**src/psgs_pkg.sv**
```systemverilog
package psgs_pkg;

    localparam int DEF_MAX_HALF    = 10;
    localparam int DEF_COORD_WIDTH = 12;

    localparam int SEL_W     = 2;
    localparam int TAP_W     = 12;
    localparam int TAP_COUNT = 11;
    localparam int NORM_W    = 13;
    localparam int SEEN_W    = 5;
    localparam int STEP_W    = 4;

    localparam logic [SEL_W-1:0]  SIGMA_RESET = 2'd1;
    localparam logic [SEEN_W-1:0] SEEN_MAX    = 5'd31;

    localparam logic [NORM_W-1:0] NORM_S1 = 13'd7471;
    localparam logic [NORM_W-1:0] NORM_S2 = 13'd2289;
    localparam logic [NORM_W-1:0] NORM_S3 = 13'd1945;

    // index 0 is the center tap
    localparam logic [TAP_COUNT-1:0][TAP_W-1:0] TAPS_S1 = {
        12'd0, 12'd0, 12'd0, 12'd0, 12'd0, 12'd0,
        12'd1, 12'd33, 12'd403, 12'd1808, 12'd2981
    };
    localparam logic [TAP_COUNT-1:0][TAP_W-1:0] TAPS_S2 = {
        12'd0, 12'd0, 12'd0, 12'd1, 12'd5, 12'd20,
        12'd62, 12'd148, 12'd277, 12'd403, 12'd457
    };
    localparam logic [TAP_COUNT-1:0][TAP_W-1:0] TAPS_S3 = {
        12'd1, 12'd3, 12'd7, 12'd17, 12'd35, 12'd65,
        12'd106, 12'd157, 12'd207, 12'd245, 12'd259
    };

    typedef struct packed {
        logic en_a;
        logic en_b;
        logic en_c;
    } div_ctrl_t;

    function automatic logic [TAP_W-1:0] half_tap(input logic [SEL_W-1:0] sel,
                                                   input logic [STEP_W-1:0] d);
        logic [TAP_W-1:0] r;
        r = '0;
        if (d < STEP_W'(TAP_COUNT)) begin
            case (sel)
                2'd0: r = TAPS_S1[d];
                2'd1: r = TAPS_S2[d];
                2'd2: r = TAPS_S3[d];
                default: r = '0;
            endcase
        end
        return r;
    endfunction

    function automatic logic [NORM_W-1:0] norm_of(input logic [SEL_W-1:0] sel);
        logic [NORM_W-1:0] r;
        case (sel)
            2'd0: r = NORM_S1;
            2'd1: r = NORM_S2;
            2'd2: r = NORM_S3;
            default: r = NORM_S1;
        endcase
        return r;
    endfunction

    // half width 3*sigma+1 for sigma = sel+1
    function automatic logic [STEP_W-1:0] half_len(input logic [SEL_W-1:0] sel);
        logic [STEP_W-1:0] r;
        case (sel)
            2'd0: r = 4'd4;
            2'd1: r = 4'd7;
            2'd2: r = 4'd10;
            default: r = 4'd4;
        endcase
        return r;
    endfunction

endpackage

```
**src/psgs_round_div.sv**
```systemverilog
module psgs_round_div #(
    parameter int COORD_WIDTH = psgs_pkg::DEF_COORD_WIDTH
) (
    input  logic                                   aclk,
    input  psgs_pkg::div_ctrl_t                    ctrl,
    input  logic [psgs_pkg::SEL_W-1:0]             sel_in,
    input  logic [COORD_WIDTH+psgs_pkg::NORM_W:0]  num_in,
    output logic [COORD_WIDTH-1:0]                 q_out
);

    localparam int NUM_W   = COORD_WIDTH + psgs_pkg::NORM_W + 1;
    localparam int RECIP_W = NUM_W - 11;
    localparam int PA_W    = NUM_W + RECIP_W;
    localparam int DEN_W   = psgs_pkg::NORM_W + 1;
    localparam int PB_W    = COORD_WIDTH + DEN_W;

    localparam longint unsigned RECIP_S1 =
        (64'd1 << NUM_W) / (64'd2 * 64'(psgs_pkg::NORM_S1));
    localparam longint unsigned RECIP_S2 =
        (64'd1 << NUM_W) / (64'd2 * 64'(psgs_pkg::NORM_S2));
    localparam longint unsigned RECIP_S3 =
        (64'd1 << NUM_W) / (64'd2 * 64'(psgs_pkg::NORM_S3));

    logic [RECIP_W-1:0]           recip;
    logic [PA_W-1:0]              prod_a;
    logic [NUM_W-1:0]             num_a_reg;
    logic [psgs_pkg::SEL_W-1:0]   sel_a_reg;
    logic [COORD_WIDTH-1:0]       est_a_reg;
    logic [NUM_W-1:0]             num_b_reg;
    logic [psgs_pkg::SEL_W-1:0]   sel_b_reg;
    logic [COORD_WIDTH-1:0]       est_b_reg;
    logic [PB_W-1:0]              back_b_reg;
    logic [DEN_W-1:0]             den_a;
    logic [DEN_W-1:0]             den_b;
    logic [NUM_W-1:0]             rem_b;
    logic [COORD_WIDTH-1:0]       q_reg;

    always_comb begin
        case (sel_in)
            2'd0: recip = RECIP_W'(RECIP_S1);
            2'd1: recip = RECIP_W'(RECIP_S2);
            2'd2: recip = RECIP_W'(RECIP_S3);
            default: recip = RECIP_W'(RECIP_S1);
        endcase
        prod_a = PA_W'(num_in) * PA_W'(recip);
        den_a  = {psgs_pkg::norm_of(sel_a_reg), 1'b0};
        den_b  = {psgs_pkg::norm_of(sel_b_reg), 1'b0};
        rem_b  = num_b_reg - NUM_W'(back_b_reg);
    end

    // estimate is the quotient or one below it
    always_ff @(posedge aclk) begin
        if (ctrl.en_a) begin
            num_a_reg <= num_in;
            sel_a_reg <= sel_in;
            est_a_reg <= prod_a[NUM_W +: COORD_WIDTH];
        end
        if (ctrl.en_b) begin
            num_b_reg  <= num_a_reg;
            sel_b_reg  <= sel_a_reg;
            est_b_reg  <= est_a_reg;
            back_b_reg <= PB_W'(est_a_reg) * PB_W'(den_a);
        end
        if (ctrl.en_c) begin
            q_reg <= (rem_b >= NUM_W'(den_b)) ? est_b_reg + 1'b1 : est_b_reg;
        end
    end

    assign q_out = q_reg;

endmodule

```
**config.mk**
```make
export PLATFORM = sky130hd
export DESIGN_NAME = psgs_round_div
export DESIGN_NICKNAME = d
export VERILOG_FILES = /design/src/psgs_pkg.sv /design/src/psgs_round_div.sv
export SDC_FILE = /design/constraint.sdc
export NUM_CORES = 1
export LEC_CHECK = 0
export ABC_CLOCK_PERIOD_IN_PS = 7000
export BUFFER_PORTS_ARGS = -buffer_cell sky130_fd_sc_hd__buf_2
export CAP_MARGIN = 40
export CORE_ASPECT_RATIO = 1.1
export CORE_MARGIN = 1.5
export CORE_UTILIZATION = 45
export CTS_CLUSTER_SIZE = 16
export DETAILED_ROUTE_END_ITERATION = 10
export PLACE_DENSITY = 0.62
export SETUP_SLACK_MARGIN = 0.15
export SLEW_MARGIN = 10
export SYNTH_ARGS = -nofsm -noshare
export SYNTH_HDL_FRONTEND = slang
export SYNTH_SLANG_ARGS = --single-unit
```
**constraint.sdc**
```tcl
create_clock -name aclk -period 7 [get_ports aclk]
set_clock_uncertainty 0.1 [all_clocks]
set_input_delay 0.7 -clock aclk [delete_from_list [all_inputs] [get_ports aclk]]
set_output_delay 0.7 -clock aclk [all_outputs]
set_load 0.02 [all_outputs]
```
Yosys cells after proc, flatten, opt, wreduce, memory -nomap -nowiden
Index checks and enable logic that the tools add are counted.
Operators by class
  equality and inequality tests: 6
  multiplexer cells: 4
  shift operators: 0
  add/subtract/negate cells: 2
  multiply operators: 2
  divide/modulo/power cells: 0
  bitwise logic cells: 0
  order comparisons: 1
  reductions and logical operators: 0
Operators with widths (number)
  case mux 13 bit (2 select lines): 2
  multiplier 26 x 15 -> 38 bit: 1
  case mux 15 bit (2 select lines): 1
  >= comparator 26 x 14 -> 1 bit: 1
  subtractor 26 bit: 1
  multiplier 12 x 13 -> 25 bit: 1
  adder 12 x 1 -> 12 bit (second input constant): 1
  2-to-1 mux 12 bit: 1
  equality test 2 x 1 -> 1 bit (second input constant): 3
  equality test 2 bit (second input constant): 3
Word-level totals
  bits in read-only memories: 0
  bits of input ports: 32
  register bits after elaboration: 117
  bits in writable memories: 0
  latch bits: 0
  memories kept: 0

Logic depth before layout (Yosys ltp)
  depth in word-level cells: 4
  mapped depth: 26
  gate-level depth less buffers: 25

Worst setup path before layout
Ideal clock, no wire load.
  path kind: input to register
  start point: input sel_in[0] (netlist bit)
  end point: register est_a_reg[11], data pin
  path slack: 0.141 ns
  cell stages on the path: 23
  buffers on the path: 1
  arrival time: 6.496 ns
  path through: inv_1 > ha_1 > clkbuf_1 > nor2b_1 > fa_1 > fa_1 > inv_1 > fa_1 > fa_1 > inv_1 > fa_1 > fa_1 > ha_1 > a21o_1 > a21oi_1 > o21bai_1 > a2111o_1 > nand4_1 > nand2_1 > a41o_1 > o41ai_1 > o21bai_1 > xor2_1
Between the ends
  longest elaborated chain between the ends: 3
  elaborated cells between the ends (all ways): 4
Ends and longest elaborated chain
  from (decl): line psgs_round_div.sv:6  | input logic [psgs_pkg::SEL_W-1:0] sel_in,
  equality test 2 bit / equality test 2 x 1 -> 1 bit (equally long branches): line psgs_round_div.sv:39  | case (sel_in)
  case mux 15 bit (2 select lines) (*): line psgs_round_div.sv:39
  multiplier 26 x 15 -> 38 bit (*): line psgs_round_div.sv:45  | prod_a = PA_W'(num_in) * PA_W'(recip);
  net prod_a[37]: line psgs_round_div.sv:25  | logic [PA_W-1:0] prod_a;
  to (signal assigned): line psgs_round_div.sv:56  | est_a_reg <= prod_a[NUM_W +: COORD_WIDTH];
  to (decl): line psgs_round_div.sv:28  | logic [COORD_WIDTH-1:0] est_a_reg;
Mark *: on every way through the listed nets, which the timed path passes. The rest lies on a longest branch.
A chain may end at the register's enable or synchronous reset.

Final worst setup path
  start point: register sel_a_reg[1] (netlist bit)
  end point: register back_b_reg[23], data pin
Between the ends
  longest elaborated chain between the ends: 3
  elaborated cells between the ends (all ways): 4
Ends and longest elaborated chain
  from (decl): line psgs_round_div.sv:27  | logic [psgs_pkg::SEL_W-1:0] sel_a_reg;
  from (signal assigned): line psgs_round_div.sv:55  | sel_a_reg <= sel_in;
  equality test 2 bit / equality test 2 x 1 -> 1 bit (equally long branches): line psgs_pkg.sv:57  | case (sel)
  case mux 13 bit (2 select lines) (*): line psgs_pkg.sv:57
  multiplier 12 x 13 -> 25 bit (*): line psgs_round_div.sv:62  | back_b_reg <= PB_W'(est_a_reg) * PB_W'(den_a);
  to (signal assigned): line psgs_round_div.sv:62
  to (decl): line psgs_round_div.sv:32  | logic [PB_W-1:0] back_b_reg;
Mark *: on every way between the ends. The rest lies on a longest branch, timed or not.

==> metrics <==
hold buffer count at CTS=0; fin. max-slew vios=0; Worst-path clk slew=0.07 ns; Layout Nets=2562; Reg-to-Reg Start=sel_a_reg[1]; GRT met3 Usage=0.0205; CTS Buffer Depth=2; first-pass GRT wire length=70.8 mm; 1st-pass router iterations=5; Final WS setup=0.441 ns; Synth-to-Final Area Change=8.80%; met2 Usage GRT=0.369; CTS sink cnt=114; core footprint=42400 um^2; initial antenna violation count=0; 1st-iter DRT viols=486; setup TNS=0 ns; Root Driver=clkbuf_16; Syn Nets=2492; Min-Delay Path Class=reg2reg; synthesized area=19400 um^2; share of post-route cells with drive strength above 1=0.0645; vias per cell=5.01; cts bufs inserted=17; crit path capture type=flip-flop; Post-CTS Setup Bufs=0; worst-path fanout max=19; status=finished, final reports clean; Syn Area/Cell=10.4 um^2; Post-synth top flop=edfxtp_1; hold path startpoint=num_a_reg[13]; DRC=0; r2r setup slk=0.44 ns; Worst Path Required=7.07 ns; Critical Path Start Type=flip-flop; DP Worst Slack=-0.0607 ns; RSZ-0062 raised after global routing=no; Reg2Reg Depth=18; Core Rows=79; worst min-delay path endpoint=num_b_reg[13]; H-tree depth=4; Reg-to-Reg End=back_b_reg[23]; Buffers on Ports=43; total number of yosys warnings=0; die area=44300 um^2; DP Area=20500 um^2; sequential share of the synthesized area=0.177; GRT Total Usage=0.204; TritonCTS clock tree=yes; Data arrival, critical path=6.63 ns; ANT nets after route=0; commonest non-fill, non-tap cells in the layout=inv_1, fa_1, ha_1; most common library cell in the layout ignoring fill and taps=inv_1; insertion delay to the later sink of the worst-skew pair=0.42 ns; Most Used Layer, Global Route=met2; Starting Density=0.457; # Max-Cap Violations=0; Async SR Flop Fraction=0; DPL Wire Length=35.6 mm; die height=221 um; Die Wd=201 um; io pins=44; worst hold stages=0; #FFs+latches synth=114; Synth cell types=63; Via Count=12.6k; DR WL/cell=16.6 um; GPL Wtd Cong=0.898; Setup CP Type=reg2reg; Max Freq=152 MHz; ant diodes=0; GR Util met1=0.266; fin area=21100 um^2; post-CTS sizing=0; period utilisation layout=0.937; grt total ovfl=0; fill count=3882; largest net degree at the start of global routing=64; # setup viols final=0; Least-Margin Pin Slew=0.833 ns; Rel. slew slack=0.445; vias in the first global route=14.0k; Period minus WS final=6.56 ns; EDFF count, synth=114; Detailed Route WL=41.6 mm; post-synthesis cell count=1856; Final Hold Viols=0
==> critical path, cell delays in order, from the launching register on <==
cell and delay (ns):
edfxtp_1 0.52, ha_2 0.63, nand2b_1 0.22, inv_1 0.08, fa_1 0.54, inv_1 0.06
fa_1 0.56, fa_1 0.46, fa_1 0.50, inv_1 0.05, fa_1 0.44, ha_1 0.34
and3_1 0.24, and3_1 0.20, a221o_1 0.37, o41a_1 0.41, a21o_1 0.22, a41oi_1 0.25
xnor2_1 0.11
==> metal layers <==
layer | vias to the layer above | routed length [um]
met5 | - | 0
met2 | 213 | 21100
met3 | 51 | 1130
met1 | 6362 | 18600
li1 | 5931 | -
met4 | 0 | 743
==> area by class of cell <==
| cell class | instances | area [um^2] | share of cell area |
|---|---|---|---|
| clock buffers | 17 | 425 | 0.0202 |
| multi-input cells | 1214 | 14000 | 0.663 |
| repair buffers | 76 | 522 | 0.0247 |
| inverters | 503 | 1890 | 0.0895 |
| well taps | 567 | 709 | 0.0336 |
| clock inverters | 15 | 139 | 0.00659 |
| flip-flops and latches | 114 | 3420 | 0.162 |
==> cells in the mapped netlist, drive strengths merged (2+ instances only) <==
library cell / n / area, um^2
a2111o: 2 / 22.5
a2111oi: 2 / 23.8
a211o: 2 / 17.5
a211oi: 6 / 45.0
a21o: 31 / 240
a21oi: 47 / 239
a31oi: 6 / 43.8
a41oi: 2 / 17.5
and2: 89 / 557
and3: 6 / 37.5
buf: 4 / 33.8
clkbuf: 21 / 78.8
edfxtp: 114 / 3420
fa: 339 / 6790
ha: 265 / 3320
inv: 503 / 1890
mux2: 2 / 22.5
mux2i: 2 / 20.0
nand2: 61 / 229
nand2b: 39 / 244
nand3: 12 / 60.1
nand4: 7 / 43.8
nor2: 37 / 141
nor2b: 85 / 532
nor3: 9 / 45.0
o2111ai: 7 / 61.3
o211ai: 10 / 75.1
o21a: 13 / 105
o21ai: 34 / 174
o21bai: 7 / 52.6
o31a: 2 / 17.5
o31ai: 2 / 15.0
o41ai: 2 / 25.0
or2: 2 / 12.5
or3: 2 / 12.5
xnor2: 53 / 464
xor2: 14 / 123
==> metrics by stage <==
step                hold slack [ns]  instances  utilization
floorplan                     0.300       1856            -
global placement              0.300       2472        0.483
detailed placement            0.305       2474        0.483
CTS                           0.318       2506        0.497
global route                  0.324       2506        0.497
finish                        0.316       2506        0.497
==> cells by family (layout without fill, tap and decap cells) <==
logic type / Yosys count / in the layout / share of synthesized area
AOI/OAI and AO/OA: 184 / 184 / 0.0651
muxes: 4 / 4 / 0.00219
xor gates and xnor gates: 67 / 67 / 0.0303
buffers and inverters: 528 / 611 / 0.103
DFF: 114 / 114 / 0.177
and+or+nand+nor: 354 / 354 / 0.101
other: 1 / 1 / 0.000193
adders and majority gates: 604 / 604 / 0.521
==> worst max-delay path by stage <==
stage          slack (ns)        endpoint  depth (start not counted)         start
2_1_floorplan        0.15   est_a_reg[11]                         23     sel_in[0]
3_3_place_gp     -0.00009   est_a_reg[11]                         26     sel_in[0]
3_5_place_dp        -0.06   est_a_reg[11]                         26     sel_in[0]
4_1_cts              0.28  back_b_reg[23]                         18  sel_a_reg[1]
5_1_grt              0.17   est_a_reg[11]                         26     sel_in[0]
6_report             0.44  back_b_reg[23]                         18  sel_a_reg[1]
Power is left out: the tool's default activity adds up to more than one toggle a clock period on the data nets, which glitch-free logic cannot reach.
